--- config.mk ---
export PLATFORM = sky130hd
export DESIGN_NAME = block_rms_level_meter_core
export DESIGN_NICKNAME = d
export VERILOG_FILES = /design/src/rtl/rmslm_pkg.sv /design/src/rtl/block_rms_level_meter_core.sv /design/src/rtl/rmslm_lane.sv /design/src/rtl/rmslm_accum.sv /design/src/rtl/rmslm_root_unit.sv
export SDC_FILE = /design/constraint.sdc
export NUM_CORES = 2
export LEC_CHECK = 0
export BUFFER_PORTS_ARGS = -buffer_cell sky130_fd_sc_hd__buf_2
export CORE_UTILIZATION = 59
export DETAILED_ROUTE_END_ITERATION = 7
export PLACE_DENSITY = 0.88
export SYNTH_ARGS = -nofsm -noshare
export SYNTH_HDL_FRONTEND = slang
export SYNTH_HIERARCHICAL = 1
export SYNTH_SLANG_ARGS = --single-unit
--- constraint.sdc ---
create_clock -name clk -period 4.55 [get_ports clk]
set_input_delay 0.2275 -clock clk [delete_from_list [all_inputs] [get_ports clk]]
set_output_delay 0.2275 -clock clk [all_outputs]
set_load 0.03 [all_outputs]
--- src/rtl/rmslm_pkg.sv ---
// Shared types and constants for the RMS level meter.
`default_nettype none
package rmslm_pkg;

	localparam int unsigned SAMPLE_BITS    = 16;
	localparam int unsigned MAX_FRAMES_DEF = 4096;
	localparam int unsigned RMS_W          = 15;
	localparam int unsigned SQR_W          = 2 * SAMPLE_BITS - 1;

	typedef struct packed {
		logic signed [SAMPLE_BITS-1:0] left_sample;
		logic signed [SAMPLE_BITS-1:0] right_sample;
		logic                          last;
	} frame_t;

	typedef struct packed {
		logic [RMS_W-1:0] rms;
		logic             overflow;
	} level_t;

	// Per-frame control riding along with the lane squares.
	typedef struct packed {
		logic valid;
		logic add;
		logic last;
	} acc_ctrl_t;

	// Kick-off of the per-buffer divide and root.
	typedef struct packed {
		logic start;
		logic overflow;
	} eng_cmd_t;

endpackage
`default_nettype wire

--- src/rtl/block_rms_level_meter_core.sv ---
// A last frame goes through the lane registers, the divide, the root and the output register.
// Throughput: one frame per cycle inside a buffer; after a last frame the input stalls
// while the shared divide (one quotient bit per cycle) and root (one bit pair per cycle) run.
// A result waiting in the output register does not stall new frames; one in the root unit does.
// Reset clears the sum of squares, frame count, overrun flag and all valid state.
`default_nettype none
module block_rms_level_meter_core #(
	parameter int unsigned MAX_FRAMES = rmslm_pkg::MAX_FRAMES_DEF
) (
	input  logic              clk,
	input  logic              arst_n,
	input  logic              frame_valid,
	output logic              frame_stall,
	input  rmslm_pkg::frame_t frame,
	output logic              level_valid,
	input  logic              level_stall,
	output rmslm_pkg::level_t level
);
	import rmslm_pkg::*;

	localparam int unsigned CNT_W = $clog2(MAX_FRAMES + 1);
	localparam int unsigned SUM_W = 2 * SAMPLE_BITS + $clog2(MAX_FRAMES);

	logic             in_xfer;
	logic             room;
	logic [CNT_W-1:0] count_q;
	logic [CNT_W-1:0] count_inc;
	logic             ovf_q;
	logic [CNT_W-1:0] den_q;
	logic             ovf_fin_q;
	acc_ctrl_t        ctrl_s1;
	logic [SQR_W-1:0] sq_left_s1;
	logic [SQR_W-1:0] sq_right_s1;
	logic [SUM_W-1:0] sum_total;
	eng_cmd_t         cmd;
	logic             eng_busy;
	logic             eng_done;
	level_t           eng_result;
	logic             take;
	logic             level_valid_q;
	level_t           level_q;

	assign in_xfer     = frame_valid & ~frame_stall;
	assign frame_stall = (ctrl_s1.valid & ctrl_s1.last) | eng_busy;
	assign room        = count_q < CNT_W'(MAX_FRAMES);
	assign count_inc   = count_q + 1'b1;

	assign cmd.start    = ctrl_s1.valid & ctrl_s1.last;
	assign cmd.overflow = ovf_fin_q;

	assign take        = eng_done & (~level_valid_q | ~level_stall);
	assign level_valid = level_valid_q;
	assign level       = level_q;

	rmslm_lane u_lane_left (
		.clk       (clk),
		.en        (in_xfer),
		.sample    (frame.left_sample),
		.square_s1 (sq_left_s1)
	);

	rmslm_lane u_lane_right (
		.clk       (clk),
		.en        (in_xfer),
		.sample    (frame.right_sample),
		.square_s1 (sq_right_s1)
	);

	rmslm_accum #(
		.SUM_W (SUM_W)
	) u_accum (
		.clk         (clk),
		.arst_n      (arst_n),
		.ctrl_s1     (ctrl_s1),
		.sq_left_s1  (sq_left_s1),
		.sq_right_s1 (sq_right_s1),
		.sum_total   (sum_total)
	);

	rmslm_root_unit #(
		.SUM_W (SUM_W),
		.CNT_W (CNT_W)
	) u_root (
		.clk      (clk),
		.arst_n   (arst_n),
		.cmd      (cmd),
		.dividend (sum_total),
		.divisor  (den_q),
		.take     (take),
		.busy     (eng_busy),
		.done     (eng_done),
		.result   (eng_result)
	);

	always_ff @(posedge clk or negedge arst_n) begin
		if (!arst_n) begin
			ctrl_s1 <= '0;
			count_q <= '0;
			ovf_q   <= 1'b0;
		end else begin
			ctrl_s1.valid <= in_xfer;
			ctrl_s1.add   <= room;
			ctrl_s1.last  <= frame.last;
			if (in_xfer) begin
				if (frame.last) begin
					count_q <= '0;
					ovf_q   <= 1'b0;
				end else if (room) begin
					count_q <= count_inc;
				end else begin
					ovf_q <= 1'b1;
				end
			end
		end
	end

	// Hold the final count and overrun flag for the root unit.
	always_ff @(posedge clk) begin
		if (in_xfer && frame.last) begin
			den_q     <= room ? count_inc : count_q;
			ovf_fin_q <= ovf_q | ~room;
		end
	end

	always_ff @(posedge clk or negedge arst_n) begin
		if (!arst_n) begin
			level_valid_q <= 1'b0;
		end else if (take) begin
			level_valid_q <= 1'b1;
		end else if (!level_stall) begin
			level_valid_q <= 1'b0;
		end
	end

	always_ff @(posedge clk) begin
		if (take) begin
			level_q <= eng_result;
		end
	end

	a_count_range: assert property (@(posedge clk) disable iff (!arst_n)
		count_q <= CNT_W'(MAX_FRAMES))
		else $error("frame count above limit");

	a_start_idle: assert property (@(posedge clk) disable iff (!arst_n)
		cmd.start |-> !eng_busy)
		else $error("buffer handed to busy root unit");

	a_ovf_full: assert property (@(posedge clk) disable iff (!arst_n)
		(cmd.start && ovf_fin_q) |-> (den_q == CNT_W'(MAX_FRAMES)))
		else $error("overflow flagged without a full count");

	a_last_stall: assert property (@(posedge clk) disable iff (!arst_n)
		(in_xfer && frame.last) |=> frame_stall)
		else $error("frame taken right after a last frame");

endmodule
`default_nettype wire

--- src/rtl/rmslm_lane.sv ---
// One sample lane: magnitude and square of a signed sample, registered.
`default_nettype none
module rmslm_lane (
	input  logic                                   clk,
	input  logic                                   en,
	input  logic signed [rmslm_pkg::SAMPLE_BITS-1:0] sample,
	output logic [rmslm_pkg::SQR_W-1:0]            square_s1
);
	import rmslm_pkg::*;

	logic [SAMPLE_BITS-1:0]   raw;
	logic [SAMPLE_BITS-1:0]   mag;
	logic [2*SAMPLE_BITS-1:0] prod;

	assign raw  = sample;
	// Most negative code maps to 2^(SAMPLE_BITS-1), which still fits unsigned.
	assign mag  = raw[SAMPLE_BITS-1] ? (~raw + 1'b1) : raw;
	assign prod = mag * mag;

	always_ff @(posedge clk) begin
		if (en) begin
			square_s1 <= prod[SQR_W-1:0];
		end
	end

endmodule
`default_nettype wire

--- src/rtl/rmslm_accum.sv ---
// Merge stage: adds both lane squares into the buffer sum of squares while the count has room.
`default_nettype none
module rmslm_accum #(
	parameter int unsigned SUM_W = 44
) (
	input  logic                          clk,
	input  logic                          arst_n,
	input  rmslm_pkg::acc_ctrl_t          ctrl_s1,
	input  logic [rmslm_pkg::SQR_W-1:0]   sq_left_s1,
	input  logic [rmslm_pkg::SQR_W-1:0]   sq_right_s1,
	output logic [SUM_W-1:0]              sum_total
);
	import rmslm_pkg::*;

	logic [SUM_W-1:0] sum_q;
	logic [SQR_W:0]   frame_sum;

	assign frame_sum = {1'b0, sq_left_s1} + {1'b0, sq_right_s1};
	assign sum_total = sum_q + (ctrl_s1.add ? SUM_W'(frame_sum) : '0);

	always_ff @(posedge clk or negedge arst_n) begin
		if (!arst_n) begin
			sum_q <= '0;
		end else if (ctrl_s1.valid) begin
			// drop the sum once the buffer is handed to the root unit
			sum_q <= ctrl_s1.last ? '0 : sum_total;
		end
	end

endmodule
`default_nettype wire

--- src/rtl/rmslm_root_unit.sv ---
// Per-buffer sequencer: restoring divide by the frame count, then bit-pair square root.
`default_nettype none
module rmslm_root_unit #(
	parameter int unsigned SUM_W = 44,
	parameter int unsigned CNT_W = 13
) (
	input  logic                  clk,
	input  logic                  arst_n,
	input  rmslm_pkg::eng_cmd_t   cmd,
	input  logic [SUM_W-1:0]      dividend,
	input  logic [CNT_W-1:0]      divisor,
	input  logic                  take,
	output logic                  busy,
	output logic                  done,
	output rmslm_pkg::level_t     result
);
	import rmslm_pkg::*;

	localparam int unsigned MEAN_W = SUM_W - 3;
	localparam int unsigned SQ_N   = (MEAN_W + 1) / 2;
	localparam int unsigned SQ_W   = 2 * SQ_N;
	localparam int unsigned STEP_W = $clog2(SUM_W);

	typedef enum logic [3:0] {
		ST_IDLE = 4'b0001,
		ST_DIV  = 4'b0010,
		ST_SQRT = 4'b0100,
		ST_DONE = 4'b1000
	} eng_state_t;

	eng_state_t        state_q;
	logic [STEP_W-1:0] step_q;
	logic [SUM_W-1:0]  quo_q;
	logic [CNT_W-1:0]  rem_q;
	logic [CNT_W-1:0]  den_q;
	logic              ovf_q;
	logic [SQ_W-1:0]   x_q;
	logic [SQ_N:0]     srem_q;
	logic [SQ_N-1:0]   root_q;

	logic [CNT_W:0]    div_shift;
	logic [CNT_W:0]    div_diff;
	logic              div_fits;
	logic [SUM_W-1:0]  quo_nxt;
	logic [SQ_N+2:0]   sq_shift;
	logic [SQ_N+2:0]   sq_trial;
	logic [SQ_N+2:0]   sq_diff;
	logic              sq_fits;

	assign div_shift = {rem_q, quo_q[SUM_W-1]};
	assign div_diff  = div_shift - {1'b0, den_q};
	assign div_fits  = div_shift >= {1'b0, den_q};
	assign quo_nxt   = {quo_q[SUM_W-2:0], div_fits};

	assign sq_shift  = {srem_q, x_q[SQ_W-1 -: 2]};
	assign sq_trial  = {1'b0, root_q, 2'b01};
	assign sq_diff   = sq_shift - sq_trial;
	assign sq_fits   = sq_shift >= sq_trial;

	assign busy            = (state_q != ST_IDLE);
	assign done            = (state_q == ST_DONE);
	assign result.rms      = root_q[RMS_W-1:0];
	assign result.overflow = ovf_q;

	always_ff @(posedge clk or negedge arst_n) begin
		if (!arst_n) begin
			state_q <= ST_IDLE;
			step_q  <= '0;
		end else begin
			case (state_q)
				ST_IDLE: begin
					if (cmd.start) begin
						state_q <= ST_DIV;
						step_q  <= STEP_W'(SUM_W - 1);
					end
				end
				ST_DIV: begin
					if (step_q == '0) begin
						state_q <= ST_SQRT;
						step_q  <= STEP_W'(SQ_N - 1);
					end else begin
						step_q <= step_q - 1'b1;
					end
				end
				ST_SQRT: begin
					if (step_q == '0) begin
						state_q <= ST_DONE;
					end else begin
						step_q <= step_q - 1'b1;
					end
				end
				ST_DONE: begin
					if (take) begin
						state_q <= ST_IDLE;
					end
				end
				default: begin
					state_q <= ST_IDLE;
				end
			endcase
		end
	end

	always_ff @(posedge clk) begin
		case (state_q)
			ST_IDLE: begin
				if (cmd.start) begin
					quo_q <= dividend;
					rem_q <= '0;
					den_q <= divisor;
					ovf_q <= cmd.overflow;
				end
			end
			ST_DIV: begin
				quo_q <= quo_nxt;
				rem_q <= div_fits ? div_diff[CNT_W-1:0] : div_shift[CNT_W-1:0];
				if (step_q == '0) begin
					// quotient over eight is the mean square of the half-scaled samples
					x_q    <= SQ_W'(quo_nxt[SUM_W-1:3]);
					srem_q <= '0;
					root_q <= '0;
				end
			end
			ST_SQRT: begin
				x_q    <= x_q << 2;
				srem_q <= sq_fits ? sq_diff[SQ_N:0] : sq_shift[SQ_N:0];
				root_q <= {root_q[SQ_N-2:0], sq_fits};
			end
			default: begin
			end
		endcase
	end

endmodule
`default_nettype wire
==> key figures <==
Synthesis
  • Area of the mapped netlist: 33110 um2
  • Synthesized flop and latch total: 318
  • Number of enable flip-flop cells after synthesis: 246
  • Unique cell type count in the Yosys netlist: 106
  • Avg Inst Size Synth: 9.368 um2
  • Yosys warnings: 6
  • Post-Syn Instances: 3534
  • Ys async rst share: 22.64%
  • Share of the yosys chip area belonging to registers: 27.76%
  • Synth Flop Type: edfxtp_1

Finish
  • Syn-to-layout area delta: 29.66%
  • # nets final: 4808
  • Finished Layout Cells: 4921
  • Final Util: 77.61%
  • Share of cells above drive strength 1: 30.68%
  • Cell area after layout: 42930 um2
  • Fill count: 2934

Setup path
  • Worst setup EP type: flip-flop
  • CP max stage delay: 0.59 ns
  • Worst EP arrival: 7.49 ns
  • CP startpoint kind: input port
  • Slowest-stage cell, CP: fa_1
  • Most frequent CP cell: fa_1
  • R2R cell count: 22
  • FF-to-FF End: u_accum/sum_q[42]$_DFFE_PN0P_
  • RR Startpoint: u_lane_left/square_s1[13]$_DFFE_PP_
  • Worst-path maximum fanout: 3
  • Critical path class: input port to flip-flop
  • WP data required: 4.86 ns
  • Flop-to-flop setup slack: -0.50 ns

STA
  • Final setup vio count: 85
  • Final hold vios: 0
  • RSZ-0062 raised after global routing: true
  • Worst-Margin Slew: 1.113 ns
  • Final worst path period need: 7.171 ns
  • Max Clk Rate: 139.5 MHz
  • Post-route setup slack: -2.621 ns
  • Pins Over Slew Limit: 0
  • Max-slew headroom at the worst pin: 25.79%
  • Period utilisation layout: 157.6%
  • Clock Skews: 0.01891 ns
  • Setup tns final: -101.06 ns

Clocking
  • Worst skew pair latency: 0.56 ns
  • Clk buf depth: 3
  • Cts bufs inserted: 34
  • Clock Pin Slew Worst Setup and Hold Paths: 0.07 ns
  • Clk sinks: 318
  • CTS tree: yes
  • H-tree depth: 2
  • Root Driver: clkbuf_16

Flow run
  • Max_cap viols: 0

Min path
  • Min-Delay Path Class: input port to flip-flop
  • Hold path endpoint: u_lane_right/square_s1[0]$_DFFE_PP_
  • Hold depth: 2
  • Hold_sp: frame[1]

Placed design
  • Post-Place Cells: 4744
  • Port Buffers: 54
  • Hpwl dp: 64.06 mm
  • Placer Congestion: 0.9120
  • Placed inst area: 38600 um2

Status
  • Failing checks: setup timing
  • Status: complete, but fails checks

Drt
  • Post-DR vias/cell: 6.423
  • Wire length per cell: 23.95 um
  • Initial DRC Count: 3964
  • Post-route antenna net violation count: 0
  • Post-Route WL: 117.9 mm
  • Drt first pass iters: 7
  • DR vias: 31609
  • DRC: 0

Global route
  • GRT Total Usage: 34.36%
  • GR Util met2: 60.58%
  • GR peak layer: met2
  • First-pass GRT wire length: 155.8 mm
  • Largest net degree at the start of global routing: 86
  • Met1 Track Usage GR: 38.09%
  • Total global routing overflow: 0
  • Vias in the first global route: 31308
  • GR Util met3: 5.600%
  • Initial antenna violation count: 5

Floorplanning
  • Die area: 57070 um2
  • Initial Utilization: 59.86%
  • Cell Rows: 86
  • Die X: 238.9 um
  • Core area: 55310 um2
  • I/O pins: 55
  • Die Ht: 238.9 um
final cells by class:
type                    count  area [um2]  share of cell area (%)
clock buffers              42       912.1                   2.125
repair buffers            674        5371                   12.51
well taps                 748       935.9                   2.180
flip-flops and latches    318        9190                   21.41
inverters                 582        2240                   5.217
diodes                      1       2.502                0.005830
multi-input cells        2536       24060                   56.05
clock inverters            20       214.0                  0.4984
sequential cells by signal, summed over array words and instances (netlist names):
signal,count
u_accum/sum_q,44
u_root/x_q,42
u_root/den_q,13
u_lane_left/square_s1,30
count_q,13
ctrl_s1,3
u_root/step_q,6
u_root/root_q,21
ovf_q,1
ovf_fin_q,1
u_root/state_q,4
den_q,13
level,16
u_root/ovf_q,1
u_root/srem_q,22
u_root/rem_q,13
u_lane_right/square_s1,30
level_valid,1
u_root/quo_q,44
worst max-delay path by stage:
stage / from / endpoint / slack (ns)
final: frame[4] / u_lane_right/square_s1[28]$_DFFE_PP_ / -2.62
after global routing: frame[4] / u_lane_right/square_s1[28]$_DFFE_PP_ / -2.63
after CTS: frame[23] / u_lane_left/square_s1[24]$_DFFE_PP_ / -1.92
after detailed placement: frame[18] / u_lane_left/square_s1[24]$_DFFE_PP_ / -2.62
after global placement: frame[18] / u_lane_left/square_s1[28]$_DFFE_PP_ / -2.47
after floorplan: frame[23] / u_lane_left/square_s1[20]$_DFFE_PP_ / -2.17
per-layer routing:
layer | routed length [um] | vias up
li1 | - | 12894
met1 | 37470 | 14887
met2 | 54680 | 2719
met3 | 13370 | 1101
met4 | 12290 | 8
met5 | 51 | -
kinds of logic after synthesis:
logic type / Yosys count / synth area share (%)
compound gates: 606 / 12.66
xor+xnor: 177 / 4.705
fa+ha+maj: 625 / 31.17
buf+inv: 701 / 8.382
flops: 318 / 27.76
mux: 18 / 0.5480
other cells: 4 / 0.04534
simple gates: 1085 / 14.73
metrics by stage:
stage / hold slack [ns] / setup WS (ns)
2_1_floorplan: -0.06809 / -2.174
3_3_place_gp: 0.4005 / -2.471
3_5_place_dp: 0.4045 / -2.623
4_1_cts: 0.02793 / -1.921
5_1_grt: 0.04249 / -2.627
6_report: 0.05658 / -2.621
Yosys cell counts, drive strengths merged, types with 17 or more instances:
| master | number | area, um2 |
|---|---|---|
| fa | 333 | 6666 |
| nor2b | 21 | 138.9 |
| nand4 | 22 | 137.6 |
| nand2b | 22 | 137.6 |
| and3 | 28 | 175.2 |
| o21ai | 109 | 549.3 |
| clkbuf | 67 | 251.5 |
| buf | 52 | 339.1 |
| nand3 | 47 | 247.7 |
| and2 | 38 | 245.2 |
| xnor2 | 119 | 1050 |
| xor2 | 58 | 508.0 |
| a21o | 83 | 623.1 |
| a211oi | 34 | 270.3 |
| a22o | 28 | 245.2 |
| nand2 | 525 | 1971 |
| mux2i | 17 | 170.2 |
| a21oi | 149 | 775.8 |
| edfxtp | 246 | 7387 |
| o31ai | 31 | 232.7 |
| ha | 292 | 3654 |
| nor3 | 37 | 200.2 |
| nor2 | 272 | 1028 |
| inv | 571 | 2143 |
| o21a | 26 | 195.2 |
| a31oi | 20 | 131.4 |
| dfrtp | 71 | 1777 |
repair_timing:
action	in CTS	in global routing
hold buffers	3	0
buffers inserted	73	46
endpoints found under the setup margin	84	87
pin swaps	179	187
gates resized for setup	267	266
endpoints found under the hold margin	73	0
cloned	2	0
critical path: cells and delay by family:
kind,cells,cell delay (ns)
compound gates,3,0.98
xor+xnor,2,0.33
fa+ha+maj,7,3.51
buf+inv,9,1.07
simple gates,8,1.35
cell usage in the layout (no fill, tap or decap), types with 19 or more instances in the layout:
cell       netlist  final
buf_4           19    535
inv_1          567    480
nand2_1        525    468
fa_1           333    303
edfxtp_1       246    246
ha_1           292    230
nor2_1         271    219
a21oi_1        143    107
xnor2_1        118     97
inv_2            4     85
a21o_1          83     81
buf_6            6     79
dfrtp_1         71     71
o21ai_0         92     58
ha_4             0     54
xor2_1          58     47
buf_2           22     46
nand3_1         46     37
nand2_2          0     36
clkbuf_16        0     35
a21oi_2          5     35
nor3_1          34     30
fa_2             0     30
a22o_1          28     28
nor2_2           0     27
o21ai_1         16     26
o21a_1          26     26
nor2_4           1     26
and2_1          35     25
conb_1           4     24
nand4_1         22     22
and3_1          28     21
nand2_4          0     21
nand2b_1        22     20
nor2b_1         20     20
o31ai_1         31     19
Power is not shown: default switching activity piles up to over one toggle a cycle in this logic, so the estimate is an artifact.
